<file path="src/rtl/aojq_pkg.sv">
// ----------------------------------------------------------------------------
// aojq_pkg
// Shared types and codes for the arrival-ordered job queue.
// ----------------------------------------------------------------------------
`default_nettype none

package aojq_pkg;

    localparam int ARRIVAL_W   = 31;
    localparam int SERVICE_W   = 31;
    localparam int NAME_W      = 8;
    localparam int TAG_W       = 8;
    localparam int STATUS_W    = 2;
    localparam int OCCUPANCY_W = 5;

    localparam int DEFAULT_QUEUE_DEPTH = 16;

    localparam logic KIND_INSERT = 1'b0;
    localparam logic KIND_REMOVE = 1'b1;

    localparam logic [STATUS_W-1:0] STATUS_OK    = 2'd0;
    localparam logic [STATUS_W-1:0] STATUS_FULL  = 2'd1;
    localparam logic [STATUS_W-1:0] STATUS_EMPTY = 2'd2;

    typedef struct packed {
        logic [ARRIVAL_W-1:0] arrival;
        logic [SERVICE_W-1:0] service;
        logic [NAME_W-1:0]    name;
        logic [TAG_W-1:0]     tag;
    } t_job;

    typedef enum logic [2:0] {
        ST_IDLE,
        ST_INS_RD,
        ST_INS_CMP,
        ST_INS_WR,
        ST_REM_RD,
        ST_REM_DAT,
        ST_FIN
    } t_state;

endpackage

`default_nettype wire

</file>
<file path="src/rtl/arrival_ordered_job_queue.sv">
// ----------------------------------------------------------------------------
// arrival_ordered_job_queue
// Bounded job queue kept sorted by arrival time, earliest (and among equal
// times, oldest) first, held in a circular buffer in a single RAM.
// ----------------------------------------------------------------------------
//
//  channel  handshake                 word
//  -------  ------------------------  ---------------------------------------
//  in       i_in_valid / o_in_ready   kind, arrival, service, name, tag
//  out      o_out_valid / i_out_ready status, removed job, occupancy
//
//  Remove reads the head job (ST_REM_RD, ST_REM_DAT), then loads the result
//  register (ST_FIN). Insert walks from the tail, one RAM read and one
//  compare-and-shift per queued job it passes, then writes the new job
//  (ST_INS_WR); on an empty queue it goes straight to that write. A full
//  insert or an empty remove skips the RAM and goes straight to ST_FIN.
//  Reset (synchronous, active low) empties the queue; RAM contents are not
//  cleared. A stalled result holds in the output register; a new word is
//  taken meanwhile, and its result waits until the register frees.
//
`default_nettype none

module arrival_ordered_job_queue #(
    parameter int QUEUE_DEPTH = aojq_pkg::DEFAULT_QUEUE_DEPTH
) (
    input  wire logic                                i_clk,
    input  wire logic                                i_rst_n,
    input  wire logic                                i_in_valid,
    output logic                                     o_in_ready,
    input  wire logic                                i_kind,
    input  wire logic [aojq_pkg::ARRIVAL_W-1:0]      i_arrival_time,
    input  wire logic [aojq_pkg::SERVICE_W-1:0]      i_service_time,
    input  wire logic [aojq_pkg::NAME_W-1:0]         i_job_name,
    input  wire logic [aojq_pkg::TAG_W-1:0]          i_job_tag,
    output logic                                     o_out_valid,
    input  wire logic                                i_out_ready,
    output logic [aojq_pkg::STATUS_W-1:0]            o_status,
    output logic [aojq_pkg::ARRIVAL_W-1:0]           o_out_arrival,
    output logic [aojq_pkg::SERVICE_W-1:0]           o_out_service,
    output logic [aojq_pkg::NAME_W-1:0]              o_out_name,
    output logic [aojq_pkg::TAG_W-1:0]               o_out_tag,
    output logic [aojq_pkg::OCCUPANCY_W-1:0]         o_occupancy
);

    localparam int PTR_W = (QUEUE_DEPTH > 1) ? $clog2(QUEUE_DEPTH) : 1;
    localparam int CNT_W = $clog2(QUEUE_DEPTH + 1);
    localparam logic [CNT_W-1:0] CNT_FULL = CNT_W'(QUEUE_DEPTH);
    localparam logic [PTR_W:0]   SUM_WRAP = (PTR_W + 1)'(QUEUE_DEPTH);

    aojq_pkg::t_state r_state, n_state;
    logic [CNT_W-1:0]  r_count, n_count;
    logic [PTR_W-1:0]  r_head,  n_head;
    logic [PTR_W-1:0]  r_pos,   n_pos;
    logic              r_kind;
    aojq_pkg::t_job    r_item;
    logic [aojq_pkg::STATUS_W-1:0] r_res_status, n_res_status;
    aojq_pkg::t_job    r_res_job, n_res_job;
    logic              r_out_valid, n_out_valid;
    logic [aojq_pkg::STATUS_W-1:0] r_out_status;
    aojq_pkg::t_job    r_out_job;
    logic [aojq_pkg::OCCUPANCY_W-1:0] r_out_occ;

    logic              in_acc;
    logic              out_free;
    logic              later;
    logic [PTR_W-1:0]  log_idx;
    logic [PTR_W:0]    addr_sum;
    logic [PTR_W-1:0]  phys_addr;

    logic              ram_wr_en;
    aojq_pkg::t_job    ram_wr_data;
    logic              ram_rd_en;
    aojq_pkg::t_job    ram_rd_data;

    assign o_in_ready = (r_state == aojq_pkg::ST_IDLE);
    assign in_acc     = i_in_valid && o_in_ready;
    assign out_free   = !r_out_valid || i_out_ready;

    // shared compare: queued job arrives strictly later than the new one
    assign later = ram_rd_data.arrival > r_item.arrival;

    // shared address unit: logical slot to physical RAM address
    always_comb begin
        unique case (r_state)
            aojq_pkg::ST_INS_RD:  log_idx = r_pos - PTR_W'(1);
            aojq_pkg::ST_INS_CMP: log_idx = r_pos;
            aojq_pkg::ST_INS_WR:  log_idx = r_pos;
            aojq_pkg::ST_REM_DAT: log_idx = PTR_W'(1);
            default:              log_idx = '0;
        endcase
    end

    assign addr_sum  = {1'b0, r_head} + {1'b0, log_idx};
    assign phys_addr = (addr_sum >= SUM_WRAP) ? PTR_W'(addr_sum - SUM_WRAP)
                                              : addr_sum[PTR_W-1:0];

    aojq_ram #(
        .QUEUE_DEPTH (QUEUE_DEPTH),
        .ADDR_W      (PTR_W)
    ) u_ram (
        .i_clk     (i_clk),
        .i_wr_en   (ram_wr_en),
        .i_wr_addr (phys_addr),
        .i_wr_data (ram_wr_data),
        .i_rd_en   (ram_rd_en),
        .i_rd_addr (phys_addr),
        .o_rd_data (ram_rd_data)
    );

    // next state
    always_comb begin
        n_state = r_state;
        unique case (r_state)
            aojq_pkg::ST_IDLE: begin
                if (in_acc) begin
                    if (i_kind == aojq_pkg::KIND_INSERT) begin
                        if (r_count >= CNT_FULL) begin
                            n_state = aojq_pkg::ST_FIN;
                        end else if (r_count == '0) begin
                            n_state = aojq_pkg::ST_INS_WR;
                        end else begin
                            n_state = aojq_pkg::ST_INS_RD;
                        end
                    end else begin
                        if (r_count == '0) begin
                            n_state = aojq_pkg::ST_FIN;
                        end else begin
                            n_state = aojq_pkg::ST_REM_RD;
                        end
                    end
                end
            end
            aojq_pkg::ST_INS_RD:  n_state = aojq_pkg::ST_INS_CMP;
            aojq_pkg::ST_INS_CMP: begin
                if (later && (r_pos != PTR_W'(1))) begin
                    n_state = aojq_pkg::ST_INS_RD;
                end else begin
                    n_state = aojq_pkg::ST_INS_WR;
                end
            end
            aojq_pkg::ST_INS_WR:  n_state = aojq_pkg::ST_FIN;
            aojq_pkg::ST_REM_RD:  n_state = aojq_pkg::ST_REM_DAT;
            aojq_pkg::ST_REM_DAT: n_state = aojq_pkg::ST_FIN;
            aojq_pkg::ST_FIN: begin
                if (out_free) begin
                    n_state = aojq_pkg::ST_IDLE;
                end
            end
            default: n_state = aojq_pkg::ST_IDLE;
        endcase
    end

    // datapath and RAM controls
    always_comb begin
        n_count      = r_count;
        n_head       = r_head;
        n_pos        = r_pos;
        n_res_status = r_res_status;
        n_res_job    = r_res_job;
        n_out_valid  = r_out_valid;
        ram_wr_en    = 1'b0;
        ram_wr_data  = r_item;
        ram_rd_en    = 1'b0;

        if (r_out_valid && i_out_ready) begin
            n_out_valid = 1'b0;
        end

        unique case (r_state)
            aojq_pkg::ST_IDLE: begin
                n_pos        = PTR_W'(r_count);
                n_res_job    = '0;
                n_res_status = aojq_pkg::STATUS_OK;
                if (i_kind == aojq_pkg::KIND_INSERT) begin
                    if (r_count >= CNT_FULL) begin
                        n_res_status = aojq_pkg::STATUS_FULL;
                    end
                end else if (r_count == '0) begin
                    n_res_status = aojq_pkg::STATUS_EMPTY;
                end
            end
            aojq_pkg::ST_INS_RD: begin
                ram_rd_en = 1'b1;
            end
            aojq_pkg::ST_INS_CMP: begin
                // shift the later job up one slot
                if (later) begin
                    ram_wr_en   = 1'b1;
                    ram_wr_data = ram_rd_data;
                    n_pos       = r_pos - PTR_W'(1);
                end
            end
            aojq_pkg::ST_INS_WR: begin
                ram_wr_en   = 1'b1;
                ram_wr_data = r_item;
                n_count     = r_count + CNT_W'(1);
            end
            aojq_pkg::ST_REM_RD: begin
                ram_rd_en = 1'b1;
            end
            aojq_pkg::ST_REM_DAT: begin
                n_res_job = ram_rd_data;
                n_head    = phys_addr;
                n_count   = r_count - CNT_W'(1);
            end
            aojq_pkg::ST_FIN: begin
                if (out_free) begin
                    n_out_valid = 1'b1;
                end
            end
            default: ;
        endcase
    end

    always_ff @(posedge i_clk) begin
        if (!i_rst_n) begin
            r_state     <= aojq_pkg::ST_IDLE;
            r_count     <= '0;
            r_head      <= '0;
            r_out_valid <= 1'b0;
        end else begin
            r_state     <= n_state;
            r_count     <= n_count;
            r_head      <= n_head;
            r_out_valid <= n_out_valid;
        end
    end

    always_ff @(posedge i_clk) begin
        r_pos        <= n_pos;
        r_res_status <= n_res_status;
        r_res_job    <= n_res_job;
        if (in_acc) begin
            r_kind         <= i_kind;
            r_item.arrival <= i_arrival_time;
            r_item.service <= i_service_time;
            r_item.name    <= i_job_name;
            r_item.tag     <= i_job_tag;
        end
        if ((r_state == aojq_pkg::ST_FIN) && out_free) begin
            r_out_status <= r_res_status;
            r_out_job    <= r_res_job;
            r_out_occ    <= aojq_pkg::OCCUPANCY_W'(r_count);
        end
    end

    assign o_out_valid   = r_out_valid;
    assign o_status      = r_out_status;
    assign o_out_arrival = r_out_job.arrival;
    assign o_out_service = r_out_job.service;
    assign o_out_name    = r_out_job.name;
    assign o_out_tag     = r_out_job.tag;
    assign o_occupancy   = r_out_occ;

    a_count_bound: assert property (@(posedge i_clk) disable iff (!i_rst_n)
        r_count <= CNT_FULL)
        else $error("entry count beyond queue depth");

    a_no_write_idle: assert property (@(posedge i_clk) disable iff (!i_rst_n)
        (r_state == aojq_pkg::ST_IDLE) |-> !ram_wr_en)
        else $error("RAM write while idle");

    a_remove_count: assert property (@(posedge i_clk) disable iff (!i_rst_n)
        (r_state == aojq_pkg::ST_REM_DAT) |=> (r_count == $past(r_count) - CNT_W'(1)))
        else $error("remove did not decrement count");

    a_remove_kind: assert property (@(posedge i_clk) disable iff (!i_rst_n)
        (r_state == aojq_pkg::ST_REM_RD) |-> (r_kind == aojq_pkg::KIND_REMOVE))
        else $error("remove path entered for an insert word");

    a_result_from_fin: assert property (@(posedge i_clk) disable iff (!i_rst_n)
        ($rose(r_out_valid) && $past(i_rst_n)) |-> $past(r_state == aojq_pkg::ST_FIN))
        else $error("result loaded outside finish state");

endmodule

`default_nettype wire

</file>
<file path="src/rtl/aojq_ram.sv">
// ----------------------------------------------------------------------------
// aojq_ram
// Job storage: one write port, one read port, registered read data.
// ----------------------------------------------------------------------------
`default_nettype none

module aojq_ram #(
    parameter int QUEUE_DEPTH = aojq_pkg::DEFAULT_QUEUE_DEPTH,
    parameter int ADDR_W      = $clog2(QUEUE_DEPTH)
) (
    input  wire logic              i_clk,
    input  wire logic              i_wr_en,
    input  wire logic [ADDR_W-1:0] i_wr_addr,
    input  wire aojq_pkg::t_job    i_wr_data,
    input  wire logic              i_rd_en,
    input  wire logic [ADDR_W-1:0] i_rd_addr,
    output aojq_pkg::t_job         o_rd_data
);

    aojq_pkg::t_job r_mem [QUEUE_DEPTH];
    aojq_pkg::t_job r_rd_data;

    always_ff @(posedge i_clk) begin
        if (i_wr_en) begin
            r_mem[i_wr_addr] <= i_wr_data;
        end
    end

    always_ff @(posedge i_clk) begin
        if (i_rd_en) begin
            r_rd_data <= r_mem[i_rd_addr];
        end
    end

    assign o_rd_data = r_rd_data;

endmodule

`default_nettype wire
</file>
<file path="config.mk">
export PLATFORM = sky130hd
export DESIGN_NAME = arrival_ordered_job_queue
export DESIGN_NICKNAME = d
export VERILOG_FILES = /design/src/rtl/aojq_pkg.sv /design/src/rtl/arrival_ordered_job_queue.sv /design/src/rtl/aojq_ram.sv
export SDC_FILE = /design/constraint.sdc
export NUM_CORES = 2
export LEC_CHECK = 0
export ABC_CLOCK_PERIOD_IN_PS = 16600
export BUFFER_PORTS_ARGS = -buffer_cell sky130_fd_sc_hd__buf_2
export CAP_MARGIN = 20
export CORE_UTILIZATION = 55
export DETAILED_ROUTE_END_ITERATION = 16
export PLACE_DENSITY = 0.79
export SKIP_LAST_GASP = 1
export SLEW_MARGIN = 20
export SYNTH_ARGS = -nofsm -noshare
export SYNTH_HDL_FRONTEND = slang
export SYNTH_SLANG_ARGS = --single-unit
</file>
<file path="constraint.sdc">
create_clock -name i_clk -period 16.6 [get_ports i_clk]
set_input_delay 0.83 -clock i_clk [delete_from_list [all_inputs] [get_ports i_clk]]
set_output_delay 0.83 -clock i_clk [all_outputs]
set_load 0.02 [all_outputs]
</file>
# Word level (Yosys, flattened, before mapping)
# Memory sizes are Yosys's and may differ from the RTL's. A register that Yosys moved wholly into a read port is not among the register bits.
# Cells that the tools add are included.
classes:
  n_addsub: 5
  order_cmp: 3
  n_eq_ne: 10
  muxes: 27
  n_reduce_logical: 16
op_table:
  columns: ["op", "n"]
  rows:
  - ["2-to-1 mux 78 bit", 2]
  - ["case mux 78 bit (2 select lines)", 1]
  - ["greater-than comparator 31 bit", 1]
  - ["case mux 3 bit (6 select lines)", 1]
  - ["2-to-1 mux 3 bit", 4]
  - ["case mux 4 bit (3 select lines)", 1]
  - ["greater-or-equal comparator 5 bit (second input constant)", 2]
  - ["2-to-1 mux 2 bit", 5]
  - ["case mux 5 bit (2 select lines)", 1]
  - ["== test 3 bit (second input constant)", 3]
  - ["2-to-1 mux 1 bit", 8]
  - ["2-to-1 mux 4 bit", 2]
  - ["case mux 4 bit (2 select lines)", 1]
  - ["subtractor 4 x 1 -> 4 bit (second input constant)", 2]
  - ["== test 3 x 2 -> 1 bit (second input constant)", 2]
  - ["nonzero test 2 bit", 3]
  - ["OR reduction 2 bit", 3]
  - ["adder 4 x 4 -> 5 bit", 1]
  - ["adder 5 x 1 -> 5 bit (second input constant)", 1]
  - ["logical NOT 5 bit", 1]
  - ["subtractor 5 x 1 -> 5 bit (second input constant)", 1]
  - ["logical AND 1 bit", 4]
  - ["!= test 2 bit (second input constant)", 2]
  - ["!= test 4 x 1 -> 1 bit (second input constant)", 1]
  - ["other kinds (7)", 8]
word_totals:
  regBits: 260
  mem_bits_rw: 1248
  input_bits: 83
  out_inout_bits: 87
  word_cells: 82
  mem_count: 1
memory_table:
  columns: ["name", "depth", "word_bits", "rd", "rd_ports_with_merged_regs", "write_ports", "line", "source"]
  rows:
  - ["u_ram.r_mem", 16, 78, 1, 1, 1, "aojq_ram.sv:20", "aojq_pkg::t_job r_mem [QUEUE_DEPTH];"]

# Logic depth before layout (Yosys ltp)
depth:
  ltp_word: 6
  mapped_depth: 13
  mapped_depth_nobuf: 11

# Hierarchy
# A second synthesis with hierarchy kept.
hier_totals:
  cells_unflattened: 2689
  hier_area_um2: 59789.8
modules_own_cells:
  columns: ["mod", "instances", "cells_each", "area_each_um2", "seq_area_each_um2"]
  rows:
  - ["aojq_ram", 1, 2004, 49065.8, 39818.2]
  - ["arrival_ordered_job_queue", 1, 685, 10724.0, 7677.4]

# Worst setup path before layout
# Ideal clock, no wire load.
synth_timing:
  path_kind: "reg2reg"
  from: "reg r_state[0]"
  to: "mem u_ram.r_mem[13][0] (netlist name) (enable)"
  setup_ns: 0.735
  arrival_ns: 10.876
  t_required_ns: 15.865
  path_slack_ns: 4.989
  path_stages_with_launch: 13
  n_path_buf: 3
  synth_period_minus_slack_ns: 11.611
  cell_sequence: "dfxtp_1 -> nor2b_1 -> clkbuf_1 -> clkbuf_1 -> nand2_1 -> o21ai_0 -> ha_1 -> inv_1 -> fa_1 -> xnor2_2 -> clkbuf_1 -> nand3_1 -> nor4b_1"
synth_via:
  elab_chain_cells: 6
  word_cells_on_any_way: 13
  cone_classes: "2 x add/sub; 1 x order compare; 4 x eq/ne; 5 x mux; 1 x reduce/logical"
synth_rtl:
  columns: ["item", "line", "source"]
  rows:
  - ["start, declared", "arrival_ordered_job_queue.sv:50", "aojq_pkg::t_state r_state, n_state;"]
  - ["start signal, assigned", "arrival_ordered_job_queue.sv:217", "r_state <= aojq_pkg::ST_IDLE;"]
  - ["start signal, assigned", "arrival_ordered_job_queue.sv:222", "r_state <= n_state;"]
  - ["== test 3 x 2 -> 1 bit", "arrival_ordered_job_queue.sv:84, arrival_ordered_job_queue.sv:169", null]
  - ["OR reduction 2 bit (no source line)", null, null]
  - ["case mux 4 bit (3 select lines)", "arrival_ordered_job_queue.sv:84", "unique case (r_state)"]
  - ["adder 4 x 4 -> 5 bit", "arrival_ordered_job_queue.sv:93", "assign addr_sum = {1'b0, r_head} + {1'b0, log_idx};"]
  - ["subtractor 4 x 1 -> 4 bit / greater-or-equal comparator 5 bit (equally long branches)", "arrival_ordered_job_queue.sv:94", "assign phys_addr = (addr_sum >= SUM_WRAP) ? PTR_W'(addr_sum - SUM_WRAP)"]
  - ["2-to-1 mux 4 bit", "arrival_ordered_job_queue.sv:94", null]
  - ["end, declared", "aojq_ram.sv:20", null]
# Parallel ways exist; a longest one is shown, timed or not.

# Worst setup path in the final report
layout_timing:
  from: "reg r_state[0]"
  to: "mem u_ram.r_mem[7][6] (netlist name) (enable)"
# Same word-level chain as after synthesis.

==> impl_metrics.toml <==
[sta]
drv_slew = 0
finalHoldViolCount = 0
whs_ns = 0.235
fin_crit_ns = 7.85
fin_skew_ns = 0.0306
tns_ns = 0
rsz0062_at_grt = "false"
clock.fmax_mhz = 127
worst_pin_slew_ns = 1.17
setup_ws_ns = 8.75
worst_slew_margin_rel_pct = 21.7
min_period_over_period_pct = 47.3
finalSetupViolCount = 0

[setup_path]
required_ns = 16.99
path_max_fanout = 53
critPathCaptureType = "flip-flop"
cp.arrival_ns = 8.24
worstSetupStartpointType = "flip-flop"
worstSetupPathType = "reg -> reg"

[logic_synthesis]
ys_warn_count = 0
yosysMostFrequentCell = "edfxtp_1"
synth.net_count = 2639
yosysSeqAreaShare_pct = 79.2
synth_cells = 2515
synth_area_um2 = 60000
synthTopCellsByCount = "edfxtp_1 (1573), mux4_2 (390), and3_1 (77)"
synth_top_area_share_pct = 78.7
yosys_most_used_dff = "edfxtp_1"
synth.top_cells.by_area = "edfxtp_1 (79%), mux4_2 (15%), mux2_2 (1.3%)"
ys_types = 53
synth_seq_cells = 1586
post-synth-top-area-cell = "edfxtp_1"
avgSynthCellArea_um2 = 23.9
synth_edf_count = 1573
synth-async-reset-ratio_pct = 0

[floorplanning]
core.rowCount = 120
die_w_um = 332
io_pins = 170
dieArea_um2 = 110000
fp.dieH_um = 332
start_util_pct = 55.7
core_um2 = 108000

[placement]
dp_slack_ns = 8.99
placed_area_um2 = 62700
gp_congestion = 0.776
place_hpwl_mm = 69.7
port-buffer-count = 169
place_inst = 4022

[clocking]
cts_setup_buffers = 0
cts_num_sinks = 1586
cts-root-buf = "clkbuf_16"
cts_buffer_depth = 3
htreeDepth = 4
clk_latency_ns = 0.77
cts_buffers = 152
ctsResizeCount = 0
clk_pin_slew_ns = 0.07
holdBufCountCts = 0
cts_tree = "built"

[global_routing]
antenna_found_initial = 6
grt_pass1_wl_mm = 209
overflow = 0
grt.total_usage_pct = 26.6
grt_pass1_vias = 30148
grt_max_degree = 119

[power_and_ir_drop]
ir_worst_vdd_mv = 0.120
p_leak_nw = 22.0
power.density_nw_per_um2 = 178

[final_layout]
fin_area_um2 = 67500
fin_cells = 4294
nets = 2899
drive_above_1_share_pct = 32.6
antenna_cells = 0
syn2layout_area_growth_pct = 12.5

[flow_run]
cap_violations = 0

[detailed_routing]
vias = 28832
dr.pass1.iters = 6
drt-total-wl_mm = 146
postRouteAntennaNets = 0
drt_iter0_markers = 3906
post_drt_via_cell_ratio = 6.71
drc_errors = 0
wl_per_cell_um = 33.9

[min_path]
min_path_type = "in -> reg"

[outcome]
status = "finished, final reports clean"
==> cell type report <==
type / instances / area, um^2
well taps: 1403 / 1760
fillers: 6651 / 40200
flip-flops and latches: 1586 / 47500
clock inverters: 94 / 852
clock buffers: 176 / 3940
repair buffers: 226 / 1320
inverters: 44 / 165
multi-input cells: 765 / 12000
==> final timing paths <==
check / start / endpoint / slack (ns) / depth (start not counted)
max: r_state[0]$_SDFFE_PN0P_ / u_ram.r_mem[7][6]$_DFFE_PP_ / 8.75 / 13
min: i_arrival_time[25] / r_item[72]$_DFFE_PP_ / 0.23 / 1
max reg2reg: r_state[0]$_SDFFE_PN0P_ / u_ram.r_mem[7][6]$_DFFE_PP_ / 8.75 / 13
min reg2reg: r_res_job[65]$_SDFFCE_PN0P_ / o_out_arrival[18]$_DFFE_PP_ / 0.41 / 0
==> where the power goes <==
part	internal, mW	leakage [nW]	switching [mW]
sequential	5.32	14.4	0.246
combinational	1.30	5.22	1.74
clock	1.88	2.33	1.51
total	8.51	22.0	3.50
==> flip-flops by register name, indices dropped and copies added (netlist names) <==
name and cells:
o_occupancy 5, o_out_arrival 31, o_out_name 8, o_out_service 31
o_out_tag 8, o_out_valid 1, o_status 2, r_count 5
r_head 4, r_item 78, r_pos 4, r_res_job 78
r_res_status 2, r_state 3, u_ram.o_rd_data 78, u_ram.r_mem 1248
==> routing by layer <==
layer  track usage, %  vias to the layer above  part of all wire (%)
met2             44.9                     2059                    51
met5                0                        -                 0.023
met3             5.04                      374                   9.4
met1             34.0                    15213                    36
met4             11.4                        6                   3.9
li1                 -                    11180                     -
==> worst max-delay path: stages (launching register included) <==
cell and delay, ns:
dfxtp_1 0.63, nor2b_4 0.78, buf_4 0.71, nand2_1 0.11, o21ai_0 0.17, ha_4 0.19, inv_1 0.05, fa_4 0.52
xnor2_4 0.81, buf_4 0.97, nand3_1 0.51, nor4b_2 0.41, buf_4 0.69, buf_4 0.77
==> cell usage in the layout (no fill, tap or decap), types with 7 or more instances in the layout <==
cell | Yosys | final
inv_1 | 44 | 44
nand3_1 | 8 | 8
buf_2 | 23 | 169
mux4_2 | 390 | 390
a21oi_1 | 29 | 29
nand2_1 | 20 | 19
clkbuf_1 | 71 | 22
mux2_2 | 70 | 70
ha_1 | 39 | 38
clkinvlp_4 | 0 | 7
clkbuf_16 | 0 | 154
edfxtp_1 | 1573 | 1573
dfxtp_1 | 13 | 12
and3_1 | 77 | 77
nor2_1 | 28 | 27
clkinv_1 | 0 | 36
bufinv_16 | 0 | 11
o21ai_0 | 14 | 14
clkinv_2 | 0 | 26
mux2_4 | 9 | 9
inv_6 | 0 | 7
buf_4 | 15 | 52
==> cell families (layout without fill, tap and decap cells) <==
logic type	count (synthesis)	after routing	share of synthesized area, %
DFF	1586	1586	79.2
muxes	469	469	16.2
and+or+nand+nor	183	183	1.78
buffers and inverters	164	540	1.19
AOI/OAI and AO/OA	62	62	0.624
adders and majority gates	41	41	0.880
xor gates and xnor gates	10	10	0.171
==> metrics by stage <==
| stage | total power, mW | util (%) |
|---|---|---|
| after floorplan | 7.68 | - |
| after global placement | 8.40 | 58.2 |
| after detailed placement | 8.58 | 58.2 |
| after CTS | 12.0 | 62.7 |
| after global routing | 12.3 | 62.7 |
| final | 12.0 | 62.7 |
Power figures use the tool's default switching activity.
